### config.mk
export PLATFORM = sky130hd
export DESIGN_NAME = midi_track_event_parser
export DESIGN_NICKNAME = d
export VERILOG_FILES = /design/src/sv/mtep_pkg.sv /design/src/sv/mtep_div.sv /design/src/sv/midi_track_event_parser.sv
export VERILOG_INCLUDE_DIRS = /design/src /design/src/sv
export SDC_FILE = /design/constraint.sdc
export NUM_CORES = 1
export LEC_CHECK = 0
export BUFFER_PORTS_ARGS = -buffer_cell sky130_fd_sc_hd__buf_2
export CELL_PAD_IN_SITES_DETAIL_PLACEMENT = 0
export CELL_PAD_IN_SITES_GLOBAL_PLACEMENT = 1
export CORE_MARGIN = 5
export CORE_UTILIZATION = 30
export CTS_CLUSTER_SIZE = 16
export DETAILED_ROUTE_END_ITERATION = 10
export GPL_TIMING_DRIVEN = 0
export PLACE_DENSITY_LB_ADDON = 0.1
export SYNTH_ARGS = -nofsm -noshare
export SYNTH_HDL_FRONTEND = slang
export SYNTH_SLANG_ARGS = --single-unit
### constraint.sdc
create_clock -name clk -period 3.8 [get_ports clk]
set_clock_uncertainty 0.15 [all_clocks]
set_input_delay 0.38 -clock clk [delete_from_list [all_inputs] [get_ports clk]]
set_output_delay 0.38 -clock clk [all_outputs]
set_load 0.02 [all_outputs]
### src/sv/assert_macros.svh
// assertion macros shared by the parser rtl
`ifndef ASSERT_MACROS_SVH
`define ASSERT_MACROS_SVH

// same-cycle implication, checked outside reset
`define CHECK_NOW(label, ante, cons) \
  label: assert property (@(posedge clk) disable iff (rst) (ante) |-> (cons)) \
    else $error("parser check failed");

// next-cycle implication, checked outside reset
`define CHECK_NEXT(label, ante, cons) \
  label: assert property (@(posedge clk) disable iff (rst) (ante) |=> (cons)) \
    else $error("parser check failed");

`endif

### src/sv/mtep_pkg.sv
// types, codes and constants of the midi track event parser
package mtep_pkg;

  localparam int TEMPO_W = 24;
  localparam int QUOT_W  = 26;

  // dividend of the bpm division and the number of quotient bits it needs
  localparam logic [QUOT_W-1:0] USEC_PER_MIN = 26'd60000000;
  localparam logic [4:0]        DIV_STEPS    = 5'd26;

  // result kinds
  localparam logic [1:0] KIND_NOTE_ON  = 2'd0;
  localparam logic [1:0] KIND_NOTE_OFF = 2'd1;
  localparam logic [1:0] KIND_PROGRAM  = 2'd2;
  localparam logic [1:0] KIND_TEMPO    = 2'd3;

  // status bytes and status classes
  localparam logic [7:0] STATUS_META  = 8'hFF;
  localparam logic [7:0] STATUS_SYSEX = 8'hF0;
  localparam logic [7:0] STATUS_ESC   = 8'hF7;
  localparam logic [7:0] TEMPO_META   = 8'h51;

  localparam logic [3:0] HI_NOTE_OFF  = 4'h8;
  localparam logic [3:0] HI_NOTE_ON   = 4'h9;
  localparam logic [3:0] HI_POLY_AT   = 4'hA;
  localparam logic [3:0] HI_CONTROL   = 4'hB;
  localparam logic [3:0] HI_PROGRAM   = 4'hC;
  localparam logic [3:0] HI_PITCH     = 4'hE;

  // byte parsing phases
  typedef enum logic [8:0] {
    PH_DELTA     = 9'b000000001,
    PH_STATUS    = 9'b000000010,
    PH_DATA1     = 9'b000000100,
    PH_DATA2     = 9'b000001000,
    PH_META_TYPE = 9'b000010000,
    PH_META_LEN  = 9'b000100000,
    PH_META_DATA = 9'b001000000,
    PH_SYS_LEN   = 9'b010000000,
    PH_SYS_DATA  = 9'b100000000
  } phase_t;

  // divider request and response
  typedef struct packed {
    logic               start;
    logic [TEMPO_W-1:0] divisor;
  } div_req_t;

  typedef struct packed {
    logic              done;
    logic [QUOT_W-1:0] quot;
  } div_rsp_t;

endpackage

### src/sv/mtep_div.sv
// restoring divider, one quotient bit per cycle, for 60000000 / tempo
module mtep_div (
  input  logic              clk,
  input  logic              rst,
  input  mtep_pkg::div_req_t req,
  output mtep_pkg::div_rsp_t rsp
);
  import mtep_pkg::*;

  typedef enum logic [2:0] {
    S_IDLE = 3'b001,
    S_RUN  = 3'b010,
    S_DONE = 3'b100
  } div_state_t;

  div_state_t          state;
  logic [4:0]          cnt;
  logic [4:0]          bit_idx;
  logic [TEMPO_W-1:0]  divisor;
  logic [TEMPO_W-1:0]  rem;
  logic [QUOT_W-1:0]   quot;
  logic [TEMPO_W:0]    trial;
  logic [TEMPO_W:0]    diff;
  logic                qbit;

  // one trial subtraction per cycle
  always_comb begin
    bit_idx = cnt - 5'd1;
    trial   = {rem, USEC_PER_MIN[bit_idx]};
    diff    = trial - {1'b0, divisor};
    qbit    = (trial >= {1'b0, divisor});
  end

  // sequencer
  always_ff @(posedge clk) begin
    if (rst) begin
      state <= S_IDLE;
      cnt   <= '0;
    end else begin
      case (state)
        S_IDLE: begin
          if (req.start) begin
            state <= S_RUN;
            cnt   <= DIV_STEPS;
          end
        end
        S_RUN: begin
          cnt <= cnt - 5'd1;
          if (cnt == 5'd1) begin
            state <= S_DONE;
          end
        end
        S_DONE: state <= S_IDLE;
        default: state <= S_IDLE;
      endcase
    end
  end

  // datapath
  always_ff @(posedge clk) begin
    if (state == S_IDLE && req.start) begin
      divisor <= req.divisor;
      rem     <= '0;
      quot    <= '0;
    end else if (state == S_RUN) begin
      rem  <= qbit ? diff[TEMPO_W-1:0] : trial[TEMPO_W-1:0];
      quot <= {quot[QUOT_W-2:0], qbit};
    end
  end

  assign rsp.done = (state == S_DONE);
  assign rsp.quot = quot;

  `include "assert_macros.svh"

  // the step counter never runs out while iterating
  `CHECK_NOW(a_run_cnt, state == S_RUN, cnt != 5'd0)
  // done is a single-cycle pulse
  `CHECK_NEXT(a_done_pulse, state == S_DONE, state == S_IDLE)

endmodule

### src/sv/midi_track_event_parser.sv
// midi track parser: byte stream in, note, program and tempo events out
//
//  channel | direction | handshake             | payload
//  --------+-----------+-----------------------+------------------------------------------
//  input   | in        | in_valid / in_ready   | data_byte, last_byte
//  output  | out       | out_valid / out_ready | kind, channel, note, velocity, abs_time,
//          |           |                       | tempo_usec, bpm
//
// one byte per cycle outside a division, while the output register is free or being drained.
// a tempo event with non-zero tempo runs the restoring divider:
// in_ready stays low until the divider is done and the tempo result is loaded.
// rst is synchronous; all parser state returns to "expecting delta time".
// a result waits in the output register; a new byte is taken in the cycle it drains.
module midi_track_event_parser (
  input  logic        clk,
  input  logic        rst,
  input  logic        in_valid,
  output logic        in_ready,
  input  logic [7:0]  data_byte,
  input  logic        last_byte,
  output logic        out_valid,
  input  logic        out_ready,
  output logic [1:0]  kind,
  output logic [3:0]  channel,
  output logic [7:0]  note,
  output logic [7:0]  velocity,
  output logic [31:0] abs_time,
  output logic [23:0] tempo_usec,
  output logic [25:0] bpm
);
  import mtep_pkg::*;

  typedef enum logic [1:0] {
    T_PARSE = 2'b01,
    T_DIV   = 2'b10
  } top_state_t;

  top_state_t top_state;

  // parser state
  phase_t      phase, phase_next;
  logic [31:0] delta_acc, delta_acc_next;
  logic [31:0] time_acc, time_acc_next;
  logic [7:0]  rs_byte, rs_byte_next;
  logic        rs_valid, rs_valid_next;
  logic [7:0]  first_data, first_data_next;
  logic [31:0] skip_cnt, skip_cnt_next;
  logic [7:0]  meta_kind, meta_kind_next;
  logic [23:0] tempo_acc, tempo_acc_next;
  logic [1:0]  data_cnt, data_cnt_next;

  // per-beat working values
  logic        accept;
  logic        emit;
  logic        launch;
  logic        do_delta;
  logic        do_first;
  logic [3:0]  hi;
  logic [31:0] d_shift;
  logic [31:0] l_shift;
  logic [31:0] skip_dec;
  logic [23:0] t_shift;
  logic [1:0]  kind_n;
  logic [3:0]  ch_n;
  logic [7:0]  note_n;
  logic [7:0]  vel_n;
  logic [23:0] tempo_n;

  div_req_t div_req;
  div_rsp_t div_rsp;

  assign in_ready = (top_state == T_PARSE) && (!out_valid || out_ready);
  assign accept   = in_valid && in_ready;

  // byte decoder
  always_comb begin
    phase_next      = phase;
    delta_acc_next  = delta_acc;
    time_acc_next   = time_acc;
    rs_byte_next    = rs_byte;
    rs_valid_next   = rs_valid;
    first_data_next = first_data;
    skip_cnt_next   = skip_cnt;
    meta_kind_next  = meta_kind;
    tempo_acc_next  = tempo_acc;
    data_cnt_next   = data_cnt;
    emit            = 1'b0;
    do_delta        = 1'b0;
    do_first        = 1'b0;
    kind_n          = KIND_NOTE_ON;
    ch_n            = '0;
    note_n          = '0;
    vel_n           = '0;
    tempo_n         = '0;
    hi              = rs_byte[7:4];
    d_shift         = {delta_acc[24:0], data_byte[6:0]};
    l_shift         = {skip_cnt[24:0], data_byte[6:0]};
    skip_dec        = skip_cnt - 32'd1;
    t_shift         = {tempo_acc[15:0], data_byte};

    case (phase)
      PH_STATUS: begin
        if (data_byte == STATUS_META) begin
          rs_valid_next = 1'b0;
          rs_byte_next  = '0;
          phase_next    = PH_META_TYPE;
        end else if (data_byte == STATUS_SYSEX || data_byte == STATUS_ESC) begin
          rs_valid_next = 1'b0;
          rs_byte_next  = '0;
          skip_cnt_next = '0;
          phase_next    = PH_SYS_LEN;
        end else if (data_byte[7]) begin
          rs_byte_next  = data_byte;
          rs_valid_next = 1'b1;
          phase_next    = PH_DATA1;
        end else if (rs_valid) begin
          do_first = 1'b1;
        end else begin
          do_delta = 1'b1;
        end
      end
      PH_DATA1: do_first = 1'b1;
      PH_DATA2: begin
        if (hi == HI_NOTE_ON) begin
          emit   = 1'b1;
          kind_n = (data_byte != 8'd0) ? KIND_NOTE_ON : KIND_NOTE_OFF;
          ch_n   = rs_byte[3:0];
          note_n = first_data;
          vel_n  = data_byte;
        end else if (hi == HI_NOTE_OFF) begin
          emit   = 1'b1;
          kind_n = KIND_NOTE_OFF;
          ch_n   = rs_byte[3:0];
          note_n = first_data;
        end
        phase_next = PH_DELTA;
      end
      PH_META_TYPE: begin
        meta_kind_next = data_byte;
        skip_cnt_next  = '0;
        tempo_acc_next = '0;
        data_cnt_next  = '0;
        phase_next     = PH_META_LEN;
      end
      PH_META_LEN, PH_SYS_LEN: begin
        skip_cnt_next = l_shift;
        if (!data_byte[7]) begin
          if (l_shift == 32'd0) begin
            phase_next = PH_DELTA;
          end else begin
            phase_next = (phase == PH_META_LEN) ? PH_META_DATA : PH_SYS_DATA;
          end
        end
      end
      PH_META_DATA: begin
        if (meta_kind == TEMPO_META && data_cnt != 2'd3) begin
          tempo_acc_next = t_shift;
          data_cnt_next  = data_cnt + 2'd1;
          if (data_cnt == 2'd2) begin
            emit    = 1'b1;
            kind_n  = KIND_TEMPO;
            tempo_n = t_shift;
          end
        end
        skip_cnt_next = skip_dec;
        if (skip_dec == 32'd0) begin
          phase_next = PH_DELTA;
        end
      end
      PH_SYS_DATA: begin
        skip_cnt_next = skip_dec;
        if (skip_dec == 32'd0) begin
          phase_next = PH_DELTA;
        end
      end
      default: do_delta = 1'b1;
    endcase

    // variable-length delta time
    if (do_delta) begin
      if (!data_byte[7]) begin
        time_acc_next  = time_acc + d_shift;
        delta_acc_next = '0;
        phase_next     = PH_STATUS;
      end else begin
        delta_acc_next = d_shift;
        phase_next     = PH_DELTA;
      end
    end

    // first data byte of a channel event
    if (do_first) begin
      first_data_next = data_byte;
      if (hi inside {HI_NOTE_OFF, HI_NOTE_ON, HI_POLY_AT, HI_CONTROL, HI_PITCH}) begin
        phase_next = PH_DATA2;
      end else begin
        phase_next = PH_DELTA;
        if (hi == HI_PROGRAM) begin
          emit   = 1'b1;
          kind_n = KIND_PROGRAM;
          ch_n   = rs_byte[3:0];
          note_n = {1'b0, data_byte[6:0]};
        end
      end
    end

    // end of track clears the parser
    if (last_byte) begin
      phase_next      = PH_DELTA;
      delta_acc_next  = '0;
      time_acc_next   = '0;
      rs_byte_next    = '0;
      rs_valid_next   = 1'b0;
      first_data_next = '0;
      skip_cnt_next   = '0;
      meta_kind_next  = '0;
      tempo_acc_next  = '0;
      data_cnt_next   = '0;
    end
  end

  // a non-zero tempo needs the divider before the result can go out
  assign launch = accept && emit && (kind_n == KIND_TEMPO) && (tempo_n != 24'd0);

  // parser registers
  always_ff @(posedge clk) begin
    if (rst) begin
      phase      <= PH_DELTA;
      delta_acc  <= '0;
      time_acc   <= '0;
      rs_byte    <= '0;
      rs_valid   <= 1'b0;
      first_data <= '0;
      skip_cnt   <= '0;
      meta_kind  <= '0;
      tempo_acc  <= '0;
      data_cnt   <= '0;
    end else if (accept) begin
      phase      <= phase_next;
      delta_acc  <= delta_acc_next;
      time_acc   <= time_acc_next;
      rs_byte    <= rs_byte_next;
      rs_valid   <= rs_valid_next;
      first_data <= first_data_next;
      skip_cnt   <= skip_cnt_next;
      meta_kind  <= meta_kind_next;
      tempo_acc  <= tempo_acc_next;
      data_cnt   <= data_cnt_next;
    end
  end

  // sequencer around the divider
  always_ff @(posedge clk) begin
    if (rst) begin
      top_state <= T_PARSE;
    end else begin
      case (top_state)
        T_PARSE: if (launch) top_state <= T_DIV;
        T_DIV:   if (div_rsp.done) top_state <= T_PARSE;
        default: top_state <= T_PARSE;
      endcase
    end
  end

  // output register
  always_ff @(posedge clk) begin
    if (rst) begin
      out_valid <= 1'b0;
    end else begin
      if ((accept && emit && !launch) || (top_state == T_DIV && div_rsp.done)) begin
        out_valid <= 1'b1;
      end else if (out_valid && out_ready) begin
        out_valid <= 1'b0;
      end
    end
  end

  always_ff @(posedge clk) begin
    if (accept && emit) begin
      kind       <= kind_n;
      channel    <= ch_n;
      note       <= note_n;
      velocity   <= vel_n;
      abs_time   <= time_acc;
      tempo_usec <= tempo_n;
      bpm        <= '0;
    end else if (top_state == T_DIV && div_rsp.done) begin
      bpm <= div_rsp.quot;
    end
  end

  assign div_req.start   = launch;
  assign div_req.divisor = tempo_n;

  mtep_div u_div (
    .clk (clk),
    .rst (rst),
    .req (div_req),
    .rsp (div_rsp)
  );

  `include "assert_macros.svh"

  // the divider only finishes while the sequencer waits for it
  `CHECK_NOW(a_done_in_div, div_rsp.done, top_state == T_DIV)
  // the output register is empty for the whole division
  `CHECK_NOW(a_empty_in_div, top_state == T_DIV, !out_valid)
  // a tempo launch holds off both the output and further bytes
  `CHECK_NEXT(a_launch_div, launch, top_state == T_DIV && !out_valid && !in_ready)

endmodule
# Yosys cells after proc, flatten, opt, wreduce, memory -nomap -nowiden
# Memories as Yosys holds them, arrays and structs flattened.
# Cells that the tools add are included.
# totals
out_inout_bits,106
in_bits,13
latch_bits,0
wordCells,212
n_memories,1
register_bits,330
mem_bits_rw,0
romBits,32
# mem_list
memory,words,width,rd,rd_ports_with_merged_regs,write_ports,line_no,rtl
(name not given),32,1,1,0,0,mtep_div.sv:29,"trial = {rem, USEC_PER_MIN[bit_idx]};"
# classes
n_lt_le_gt_ge,2
div,0
multipliers,0
eq_ne,38
n_mux,97
n_shift,0
addsub,5
n_bitwise,0
reduce_logical,45
# ops
cell,n
two-way mux 32 bit,6
case mux 32 bit (4 select lines),1
two-way mux 8 bit,15
two-way mux 24 bit,4
two-way mux 9 bit,10
two-way mux 25 bit,3
zero test 32 bit,2
case mux 9 bit (5 select lines),1
adder 32 bit,1
two-way mux 16 bit,2
case mux 16 bit (2 select lines),1
subtractor 32 x 1 -> 32 bit (second input constant),1
two-way mux 4 bit,7
two-way mux 1 bit,26
greater-or-equal comparator 25 x 24 -> 1 bit,1
== test 4 bit (second input constant),6
== test 8 bit (second input constant),3
nonzero test 24 bit,1
subtractor 24 bit,1
two-way mux 2 bit,10
nonzero test 8 bit,2
AND reduction 2 bit,7
case mux 2 bit (2 select lines),3
nonzero test 2 bit,6
other kinds (40),67

# Logic depth before layout (Yosys ltp)
# Gate-level depths: netlist (run 1).
# logic_depth
word_depth,14
mapped_depth,19
ltp_nobuf,19

# Hierarchy
# Synthesis (run 1) repeated with hierarchy kept, for this count alone.
# unflattened
cells_unflattened,1770
area_unflattened_um2,16155.5
# modules_own_cells
module,n_inst,seq_area_each_um2,area_each_um2,cells_per_inst
midi_track_event_parser,1,5725.5,11760.0,1266
mtep_div,1,1881.8,4395.5,504

# Worst setup path after synthesis (run 1)
# No wires, ideal clock.
# synth_path
path_kind,flip-flop to flip-flop
from,reg phase[6]
to,"reg abs_time[0], enable pin"
setup_time_ns,0.404
period_less_slack_ns,4.026
t_arrival_ns,3.472
path_stages_with_launch,9
path_slack_ns,-0.226
cell_sequence,dfxtp_1 -> buf_2 -> or4_1 -> nor4_1 -> o21ai_1 -> nor4_2 -> nor2_1 -> a21oi_2 -> buf_2
# synth_between
elab_chain_cells,6
# synth_lines
item,line_no,rtl
start: declaration,midi_track_event_parser.sv:41,"phase_t phase, phase_next;"
start signal: assignment,midi_track_event_parser.sv:239,phase <= phase_next;
== test 9 x 7 -> 1 bit or == test 9 x 4 -> 1 bit (tied branches),midi_track_event_parser.sv:101,case (phase)
case mux 1 bit (2 select lines),midi_track_event_parser.sv:101,
two-way mux 1 bit,midi_track_event_parser.sv:198,if (hi == HI_PROGRAM) begin
two-way mux 1 bit,midi_track_event_parser.sv:194,"if (hi inside {HI_NOTE_OFF, HI_NOTE_ON, HI_POLY_AT, HI_CONTROL, HI_PITCH}) begin"
two-way mux 1 bit (*),midi_track_event_parser.sv:192,if (do_first) begin
logical AND 1 bit (*),midi_track_event_parser.sv:279,if (accept && emit) begin
end signal: assignment,midi_track_event_parser.sv:284,abs_time <= time_acc;
end: declaration,midi_track_event_parser.sv:27,"output logic [31:0] abs_time,"
# Mark *: on every way between the ends. The rest lies on a longest branch, timed or not.
# A chain may end at the register's enable or synchronous reset.

# Worst setup path after layout (run 1)
# layout_path
from,reg u_div.cnt[0]
to,reg u_div.rem[22]
# layout_between
elab_chain_cells,5
# layout_lines
item,line_no,rtl
start: declaration,mtep_div.sv:17,logic [4:0] cnt;
start signal: assignment,mtep_div.sv:48,cnt <= cnt - 5'd1;
subtractor 5 x 1 -> 5 bit (*),mtep_div.sv:28,bit_idx = cnt - 5'd1;
memory (32 x 1 bit) (*),--,
two-way mux 1 bit (not written as such) (*),mtep_div.sv:29,
subtractor 24 bit or greater-or-equal comparator 25 x 24 -> 1 bit (tied branches),"mtep_div.sv:30, mtep_div.sv:31",
two-way mux 24 bit (*),mtep_div.sv:66,rem <= qbit ? diff[TEMPO_W-1:0] : trial[TEMPO_W-1:0];
end signal: assignment,mtep_div.sv:66,
end: declaration,mtep_div.sv:20,logic [TEMPO_W-1:0] rem;
# Mark *: on every way between the ends. The rest lies on a longest branch, timed or not. The select of a mux whose other input is x is not followed.

==> flow_summary_export.csv, run 1 <==
group,metric,value,unit
run_status,status,"finished clean",
grt,grt_pass1_vias,13042,
cells_and_area,area_growth,20.3,%
pwr,netSwitchingPower,0.00183,W
timing,slew-limit-headroom,20.2,%
clock_tree,clockBufferDepth,3,
timing,rsz0062_at_grt,"true",
clock_tree,root_buffer,"clkbuf_16",
drt,num_vias,13219,
synthesis,syn_inst,1718,
pwr,seqPwrFrac,46.4,%
synthesis,yosys.area_share.simple,19.2,%
synthesis,avgSynthCellArea,9.36,um2
clock_tree,clock_latency,0.55,ns
synthesis,yosys.area_share.xor_xnor,3.92,%
critical_path,crit_required,4.12,ns
clock_tree,cts_buffers,40,
timing,slew_viol_final,0,
synthesis,ys_types,84,
drt,viasPerCell,5.05,
synthesis,synth_seq_cells,329,
timing,setup_viol,0,
pwr,combPwrFrac,5.0,%
pwr,powerDensity,409,nW/um2
pwr,p_leak,7.90,nW
place,dp_cells,2522,
critical_path,cp-end-kind,"register",
grt,grtUsageTotal,16.3,%
synthesis,synth_flop_cell,"dfxtp_1",
synthesis,ys_warn_count,0,
critical_path,crit_arrival,3.95,ns
floorplanning,die-area,58300,um2
synthesis,synth.area.mux_share,3.45,%
floorplanning,rows,84,
drt,drtPass1Iterations,6,
cells_and_area,layout.cells.non_filler,2617,
drt,wl,49600,um
critical_path,cp-start-kind,"register",
floorplanning,fp.dieW,242,um
pwr,vdd_drop_max,0.247,mV
grt,grt_max_degree,88,
clock_tree,cts_tree,"yes",
synthesis,synthesis.nets,1795,
pwr,p_int,0.00607,W
clock_tree,htree_levels,2,
min_path,min_path_type,"primary input to register",
synthesis,synth_compound_area_share,17.1,%
cells_and_area,drive_gt1_share,15.2,%
place,gp_congestion,0.814,
floorplanning,die_h,242,um
drt,drc,0,
place,portBuffers,116,
drt,wire_per_inst,18.9,um
drt,drt_iter0_drc,609,
grt,overflow,0,
cells_and_area,nets,1974,
pwr,pwr-share-clk,48.6,%
timing,worst_pin_slew,1.19,ns
synthesis,synth_edf_count,102,
synthesis,synth_fa_ha_area_share,5.14,%
grt,grt_first_pass_wirelength,77000,um
critical_path,crit_type,"register to register",
flow_run,maxCapViolCount,0,
drt,ant_nets,0,
place,hpwlAfterDp,35600,um
critical_path,cp_max_fo,4,
timing,final_hold_viol_count,0,
timing,fin_crit_sh,95.4,%
floorplanning,core,52900,um2
synthesis,syn_area,16100,um2
cells_and_area,nFillCells,5529,
clock_tree,path_clk_slew,0.06,ns
synthesis,async_reset_ff_share,0,%
floorplanning,start_util,30.4,%
clock_tree,clock-sinks,329,
synthesis,yosysSeqAreaShare,47.3,%
timing,fmax,0.276,GHz
synthesis,synth_top_family_by_area,"simple AND/OR/NAND/NOR gates",
floorplanning,io_pins,119,
grt,antenna_found_initial,1,
clock_tree,holdBufCountCts,0,
timing,fin_hold_ws,0.0239,ns
timing,min_period,3.63,ns
pwr,swShare,23.2,%
timing,setup-tns-final,0,ns
## cell type report
type	count	area, um2	area share [%]
Multi-Input combinational cell	1237	8130	42.0
Sequential cell	329	7620	39.4
Clock buffer	60	1190	6.15
Tap cell	688	861	4.45
Timing Repair Buffer	139	757	3.91
Buffer	104	473	2.45
Inverter	46	180	0.932
Clock inverter	13	131	0.679
Antenna cell	1	2.50	0.0129
## power by group through the flow
stage | clock network, W | registers, W | logic (W)
after floorplan | 0 | 0.00373 | 0.000255
after global placement | 0 | 0.00374 | 0.000375
after detailed placement | 0 | 0.00374 | 0.000375
after CTS | 0.00398 | 0.00366 | 0.000390
after global routing | 0.00412 | 0.00367 | 0.000440
final | 0.00385 | 0.00367 | 0.000396
## synth_stat cells, types with 4 or more instances
master | count | area share (%)
o21a_1 | 12 | 0.56
and3_1 | 38 | 1.5
nand2b_1 | 16 | 0.62
and2_1 | 4 | 0.16
nand3_1 | 69 | 2.1
mux2i_1 | 52 | 3.2
buf_2 | 10 | 0.31
or2_2 | 5 | 0.19
o21bai_1 | 7 | 0.33
o211ai_1 | 9 | 0.42
xnor2_1 | 35 | 1.9
or3_1 | 8 | 0.31
nand2_1 | 153 | 3.6
o21ai_0 | 76 | 2.4
ha_1 | 62 | 4.8
nand4_1 | 13 | 0.51
o2bb2ai_1 | 5 | 0.27
a21oi_1 | 130 | 4.0
a22o_1 | 36 | 2.0
a211o_1 | 4 | 0.22
buf_1 | 7 | 0.16
edfxtp_1 | 102 | 19
or4_1 | 8 | 0.37
clkbuf_1 | 83 | 1.9
xor2_1 | 37 | 2.0
a22oi_1 | 45 | 2.1
o31ai_1 | 9 | 0.42
inv_1 | 45 | 1.1
nor3b_1 | 5 | 0.23
nor4_1 | 21 | 0.82
a21o_1 | 33 | 1.5
nor3_1 | 51 | 1.6
nor2_1 | 175 | 4.1
a31oi_1 | 8 | 0.31
nor4b_1 | 5 | 0.27
buf_6 | 4 | 0.28
dfxtp_1 | 227 | 28
o21ai_1 | 4 | 0.12
nor2b_1 | 19 | 0.74
a211oi_1 | 12 | 0.56
nand3b_1 | 7 | 0.33
## flip-flops by register name, indices dropped and copies added, names as in the netlist
name,count
tempo_usec,24
first_data,8
u_div.quot,26
out_valid,1
skip_cnt,32
u_div.rem,24
u_div.state,3
bpm,26
phase,9
channel,4
time_acc,32
data_cnt,2
meta_kind,8
tempo_acc,16
u_div.divisor,24
note,8
rs_byte,8
top_state,2
abs_time,32
delta_acc,25
u_div.cnt,5
velocity,8
kind,2
## cells by family (layout without fill, tap and decap cells)
family,count (synthesis),after routing
fa+ha+maj,65,65
flops,329,329
compound gates,420,420
xor+xnor,72,72
mux,55,55
simple gates,625,625
other cells,0,1
buf+inv,152,362
## metrics by stage
step	instance area, um2	power [W]	utilization [%]	setup WS [ns]
3_3_place_gp	17500	0.00412	33.1	-1.28
4_1_cts	19100	0.00803	36.1	-0.0106
5_1_grt	19300	0.00823	36.6	-0.0349
3_5_place_dp	17500	0.00412	33.1	-1.32
6_report	19300	0.00791	36.6	0.174
2_1_floorplan	16100	0.00399	-	0.000742
## critical path, cell delays in order (launching register included)
cell and delay, ns:
dfxtp_4 0.35, inv_2 0.08, ha_4 0.14, inv_1 0.05, maj3_2 0.29, a21oi_2 0.15
o21ai_2 0.08, ha_2 0.19, fa_2 0.37, nor2b_4 0.15, o21ai_4 0.07, a21oi_4 0.19
o41ai_4 0.10, o31ai_4 0.26, a31oi_4 0.15, o21ai_4 0.21, a311oi_2 0.14, mux2_2 0.29
o211ai_1 0.09
## path summary, 6_finish.rpt
kind | startpoint | to | slack (ns) | cells past startpoint
worst max-delay path | u_div.cnt[0] | u_div.rem[22] | 0.17 | 18
worst min-delay path | out_ready | out_valid | 0.02 | 3
worst max register to register | u_div.cnt[0] | u_div.rem[22] | 0.17 | 18
worst min register to register | u_div.quot[8] | u_div.quot[9] | 0.31 | 2
## cell usage in the layout, fill, tap and decap left out, types with 6 or more instances in the layout
cell,n
buf_2,125
nor2_1,175
buf_4,24
nor3_2,6
xor2_1,37
nand2b_1,16
a21oi_1,127
mux2i_1,52
nand3b_1,7
nand2_1,152
clkinv_2,8
a21o_1,33
nand3_1,69
a22oi_1,45
a22o_1,36
nor3_1,45
nor2b_1,17
buf_1,6
or4_1,8
edfxtp_1,102
clkbuf_1,89
clkbuf_8,6
nor4_1,18
o21a_1,12
clkbuf_16,43
a211oi_1,10
xnor2_1,35
ha_1,59
and3_1,38
inv_1,43
o31ai_1,7
or3_1,8
o211ai_1,9
o21bai_1,6
nand4_1,13
o21ai_0,71
a31oi_1,7
dfxtp_1,224
## repair_timing
| action | in CTS | in global routing |
|---|---|---|
| setup endpoints to repair | 171 | 76 |
| gates resized for setup | 47 | 39 |
| cloned | 0 | 0 |
| buffers inserted | 10 | 13 |
| pin swaps | 9 | 14 |
## metal layers
| metal | wire, um | vias up | GRT usage (%) | share of wire [%] |
|---|---|---|---|---|
| met5 | 7 | - | 0 | 0.014 |
| met4 | 980 | 2 | 3.78 | 2.0 |
| met3 | 2010 | 60 | 3.23 | 4.1 |
| met2 | 23300 | 226 | 27.3 | 47 |
| met1 | 23300 | 6327 | 22.0 | 47 |
| li1 | - | 6604 | - | - |
No activity file was read; power rests on OpenSTA's default activity.
==> inputs of run 2 (changes only) <==
==> constraint.sdc (replaced) <==
create_clock -name clk -period 3.8 [get_ports clk]
set_clock_uncertainty 0.15 [all_clocks]
set_input_delay 0 -clock clk [delete_from_list [all_inputs] [get_ports clk]]
set_output_delay 0 -clock clk [all_outputs]
set_load 0.02 [all_outputs]
==> flow_summary_export.csv, run 2 (synthesis results as in run 1) <==
group,metric,value,unit
place,portBuffers,116,
clock_tree,clockBufferDepth,3,
cells_and_area,nets,1984,
floorplanning,die_h,242,um
place,placed_area,17500,um2
grt,overflow,0,
flow_run,maxCapViolCount,0,
floorplanning,io_pins,119,
timing,setup_viol,0,
run_status,status,"finished clean",
floorplanning,die-area,58300,um2
place,gp_congestion,0.814,
timing,worst_pin_slew,1.18,ns
critical_path,reg2reg_slack,0.18,ns
timing,min_period,3.62,ns
pwr,p_leak,7.94,nW
pwr,powerDensity,407,nW/um2
min_path,holdPathEnd,"delta_acc[4]",
place,dp_cells,2522,
timing,fin_crit_sh,95.3,%
clock_tree,cts_buffers,40,
pwr,p_int,0.00608,W
grt,antenna_found_initial,1,
floorplanning,rows,84,
critical_path,cp_max_fo,4,
grt,grt_max_degree,88,
cells_and_area,ff_latch_area,7620,um2
cells_and_area,layout.cells.non_filler,2628,
floorplanning,core,52900,um2
clock_tree,htree_levels,2,
timing,fmax,0.276,GHz
cells_and_area,drive_gt1_share,15.1,%
pwr,finalPower,0.00792,W
critical_path,startpoint,"u_div.cnt[0]",
clock_tree,cts_tree,"yes",
clock_tree,clock-sinks,329,
place,dp_slack,-1.32,ns
pwr,pwr-share-clk,48.6,%
drt,ant_nets,0,
cells_and_area,final_common_cell,"dfxtp_1",
pwr,combPwrFrac,5.1,%
critical_path,r2r-end,"u_div.rem[22]",
critical_path,crit_type,"register to register",
grt,grt_pass1_vias,13091,
cells_and_area,area_growth,20.9,%
drt,drt_iter0_drc,709,
min_path,min_path_type,"primary input to register",
timing,slew_viol_final,0,
critical_path,cp-start-kind,"register",
drt,drc,0,
grt,grtUsageTotal,16.4,%
timing,slew-limit-headroom,20.4,%
place,hpwlAfterDp,35600,um
cells_and_area,design_area,19400,um2
critical_path,r2r_start,"u_div.cnt[0]",
grt,grt_first_pass_wirelength,77200,um
pwr,vdd_drop_max,0.248,mV
drt,viasPerCell,5.03,
timing,rsz0062_at_grt,"true",
pwr,netSwitchingPower,0.00183,W
cells_and_area,reg_top3,"abs_time (32), skip_cnt (32), time_acc (32)",
cells_and_area,layout_common_cells,"dfxtp_1, nor2_1, nand2_1",
critical_path,cp-end-kind,"register",
pwr,seqPwrFrac,46.3,%
cells_and_area,nFillCells,5519,
critical_path,crit_required,4.12,ns
timing,worst_slack,0.180,ns
drt,wire_per_inst,18.9,um
drt,wl,49600,um
drt,drtPass1Iterations,5,
drt,num_vias,13220,
pwr,swShare,23.2,%
clock_tree,root_buffer,"clkbuf_16",
cells_and_area,multi_input_area,8120,um2
critical_path,reg2reg_depth,18,
floorplanning,start_util,30.4,%
floorplanning,fp.dieW,242,um
clock_tree,path_clk_slew,0.06,ns
critical_path,crit_arrival,3.94,ns
clock_tree,clock_latency,0.56,ns
timing,final_hold_viol_count,0,
min_path,whs_path_depth,4,
min_path,worst_hold_startpoint,"data_byte[4]",
-- run 2: routing by layer --
| layer | track usage [%] | up-vias | wire, um |
|---|---|---|---|
| met2 | 27.5 | 223 | 23200 |
| met1 | 22.1 | 6302 | 23400 |
| met3 | 3.14 | 65 | 2070 |
| met5 | 0 | - | 7 |
| li1 | - | 6628 | - |
| met4 | 3.59 | 2 | 978 |
-- run 2: power groups by stage --
| stage | Combinational (W) | Sequential, W | Clock [W] |
|---|---|---|---|
| 2_1_floorplan | 0.000255 | 0.00373 | 0 |
| 3_3_place_gp | 0.000375 | 0.00374 | 0 |
| 3_5_place_dp | 0.000375 | 0.00374 | 0 |
| 4_1_cts | 0.000398 | 0.00366 | 0.00398 |
| 5_1_grt | 0.000449 | 0.00367 | 0.00412 |
| 6_report | 0.000403 | 0.00367 | 0.00385 |
-- run 2: through the flow --
step	hold slack [ns]	util (%)	TNS, ns
6_report	0.0633	36.8	0
5_1_grt	0.0705	36.8	-0.0395
4_1_cts	0.0190	36.3	-0.0106
3_5_place_dp	0.230	33.1	-145.68
3_3_place_gp	0.218	33.1	-142.45
2_1_floorplan	0.0577	-	0
-- run 2: worst max-delay path: stages (launching register included) --
cell	delay, ns
dfxtp_4	0.35
inv_2	0.08
ha_4	0.15
inv_1	0.05
maj3_2	0.29
a21oi_2	0.16
o21ai_2	0.08
ha_2	0.20
fa_2	0.37
nor2b_4	0.15
o21ai_4	0.07
a21oi_4	0.18
o41ai_4	0.10
o31ai_4	0.26
a31oi_4	0.15
o21ai_4	0.21
a311oi_2	0.14
mux2_2	0.29
o211ai_1	0.09
-- run 2: what timing repair did --
item,4_1_cts,5_1_grt
hold endpoints to repair,12,0
resized for setup,46,37
buffers inserted,10,13
hold buffers,10,0
pin swaps,9,14
endpoints found under the setup margin,170,76
-- run 2: worst max path at each step --
stage / endpoint / slack, ns / cells after the start
after floorplan: u_div.rem[2] / 0.0007 / 18
after global placement: abs_time[2] / -1.28 / 8
after detailed placement: abs_time[2] / -1.32 / 8
after CTS: u_div.rem[22] / -0.01 / 18
after global routing: u_div.rem[22] / -0.03 / 18
final: u_div.rem[22] / 0.18 / 18
-- run 2: layout make-up --
cell class              count  area share (%)
inverters                  46           0.940
clock inverters            13           0.676
plain buffers             104            2.43
multi-input cells        1237            41.8
well taps                 688            4.43
clock buffers              60            6.12
repair buffers            149            4.41
flip-flops and latches    329            39.2
diodes                      2          0.0258
==> inputs of run 3 (changes only) <==
CELL_PAD_IN_SITES_DETAIL_PLACEMENT = unset   (was 0)
CELL_PAD_IN_SITES_GLOBAL_PLACEMENT = unset   (was 1)
CORE_MARGIN = 3   (was 5)
PLACE_DENSITY_LB_ADDON = unset   (was 0.1)
==> flow_summary_export.csv, run 3 (synthesis results as in run 1) <==
group,metric,value,unit
timing,final_hold_viol_count,0,
grt,grt_use_met2,26.4,%
timing,worst_pin_slew,1.26,ns
pwr,swShare,22.7,%
drt,wire_per_inst,17.4,um
grt,grt_busiest_layer,"met2",
cells_and_area,nets,1979,
grt,grtUsageTotal,15.7,%
drt,drc,0,
pwr,p_int,0.00605,W
clock_tree,clockBufferDepth,3,
timing,worst_slack,0.0670,ns
critical_path,cp-end-kind,"register",
grt,grt_first_pass_wirelength,71900,um
place,portBuffers,116,
pwr,combPwrFrac,5.0,%
cells_and_area,fin_util,36.6,%
cells_and_area,n_antenna_cell,0,
grt,overflow,0,
floorplanning,die_h,238,um
clock_tree,clock_latency,0.54,ns
grt,antenna_found_initial,2,
drt,num_vias,13516,
flow_run,maxCapViolCount,0,
timing,slew_viol_final,0,
critical_path,cp_cell_sequence,"inv_4 > ha_4 > nor2_1 > o21ai_0 > o21ai_0 > a31oi_1 > o21ai_2 > ha_2 > fa_2 > nor2b_2 > o21ai_2 > a21oi_2 > o41ai_4 > o31ai_2 > a31oi_2 > o21ai_2 > a311oi_2 > mux2_4 > o211ai_1",
grt,gr-usage-met1,20.5,%
pwr,vdd_drop_max,0.277,mV
clock_tree,htree_levels,2,
floorplanning,core,52800,um2
place,gp_congestion,0.917,
clock_tree,root_buffer,"clkbuf_16",
critical_path,crit_type,"register to register",
place,hpwlAfterDp,32600,um
critical_path,crit_arrival,4.05,ns
place,dp_slack,-1.13,ns
critical_path,max_stage_delay,0.37,ns
critical_path,crit_required,4.12,ns
drt,drtPass1Iterations,5,
timing,fmax,0.268,GHz
cells_and_area,final_common_cell,"dfxtp_1",
drt,wl,45500,um
timing,slew-limit-headroom,15.2,%
clock_tree,cts_tree,"yes",
pwr,netSwitchingPower,0.00178,W
critical_path,crit_top_cell,"o21ai_2",
cells_and_area,reg_top3,"abs_time (32), skip_cnt (32), time_acc (32)",
pwr,pwr-share-clk,48.2,%
min_path,min_path_type,"primary input to register",
critical_path,critPathTopFamily,"compound AO/OA/AOI/OAI gates",
floorplanning,fp.dieW,238,um
floorplanning,io_pins,119,
floorplanning,start_util,30.5,%
critical_path,worst-path-buf-inv,1,
grt,grt_max_degree,88,
drt,drt_iter0_drc,875,
critical_path,critical_path.slowest_cell,"dfxtp_4",
run_status,status,"finished clean",
drt,viasPerCell,5.16,
timing,fin_crit_sh,98.2,%
cells_and_area,drive_gt1_share,14.8,%
timing,rsz0062_at_grt,"true",
grt,met3_usage,3.18,%
timing,min_period,3.73,ns
grt,grt_pass1_vias,13274,
timing,setup_viol,0,
floorplanning,die-area,56400,um2
pwr,powerDensity,406,nW/um2
floorplanning,rows,84,
cells_and_area,layout_common_cells,"dfxtp_1, nor2_1, nand2_1",
cells_and_area,nFillCells,5333,
drt,ant_nets,0,
clock_tree,path_clk_slew,0.06,ns
critical_path,cp-start-kind,"register",
clock_tree,cts_buffers,38,
cells_and_area,area_growth,20.0,%
clock_tree,clock-sinks,329,
pwr,p_leak,7.89,nW
critical_path,cp_max_fo,7,
pwr,seqPwrFrac,46.8,%
run 3: layer usage:
| layer | up-vias | wire length, um |
|---|---|---|
| li1 | 6600 | - |
| met1 | 6436 | 20100 |
| met2 | 391 | 21100 |
| met3 | 85 | 3060 |
| met4 | 4 | 1150 |
| met5 | - | 21 |
run 3: worst paths after layout:
| check | slack [ns] | depth (start not counted) | startpoint | end |
|---|---|---|---|---|
| setup / recovery | 0.07 | 19 | u_div.cnt[1] | u_div.rem[22] |
| hold reg to reg | 0.30 | 2 | u_div.quot[8] | u_div.quot[9] |
| hold / removal | 0.09 | 7 | data_byte[1] | time_acc[3] |
| setup reg to reg | 0.07 | 19 | u_div.cnt[1] | u_div.rem[22] |
run 3: layout make-up:
type | instances | area, um2 | share of cell area (%)
Multi-Input combinational cell | 1238 | 8060 | 41.8
Sequential cell | 329 | 7610 | 39.5
Clock buffer | 52 | 1120 | 5.80
Tap cell | 688 | 861 | 4.46
Timing Repair Buffer | 143 | 813 | 4.21
Buffer | 106 | 468 | 2.42
Inverter | 46 | 183 | 0.947
Clock inverter | 18 | 175 | 0.908
run 3: power groups by stage:
stage                     Sequential [W]  Combinational [W]  Clock, W
after floorplan                  0.00373           0.000255         0
after global placement           0.00374           0.000352         0
after detailed placement         0.00374           0.000358         0
after CTS                        0.00366           0.000381   0.00388
after global routing             0.00367           0.000429   0.00402
final                            0.00367           0.000388   0.00378
run 3: per-stage QoR:
step | cells | cell area, um2 | power, W | hold slack (ns) | TNS (ns)
after CTS | 2614 | 19100 | 0.00793 | 0.0447 | 0
after floorplan | 1718 | 16100 | 0.00399 | 0.0577 | 0
after detailed placement | 2522 | 17500 | 0.00410 | 0.165 | -119.06
after global placement | 2522 | 17500 | 0.00409 | 0.157 | -111.92
final | 2620 | 19300 | 0.00783 | 0.0934 | 0
after global routing | 2620 | 19300 | 0.00811 | 0.0920 | -0.182
run 3: timing repair:
| action | 4_1_cts | 5_1_grt |
|---|---|---|
| gates resized for setup | 34 | 32 |
| pin swaps | 7 | 14 |
| setup endpoints to repair | 137 | 168 |
| setup buffers | 10 | 5 |
| hold endpoints to repair | 15 | 0 |
| gates cloned | 0 | 1 |
| hold buffers | 12 | 0 |
run 3: worst min-delay path, cell delays in order:
cell and delay [ns]:
buf_2 0.11, ha_1 0.16, a211oi_1 0.09, nor2_1 0.15
nor4_1 0.07, a21oi_1 0.11, nor2_1 0.04
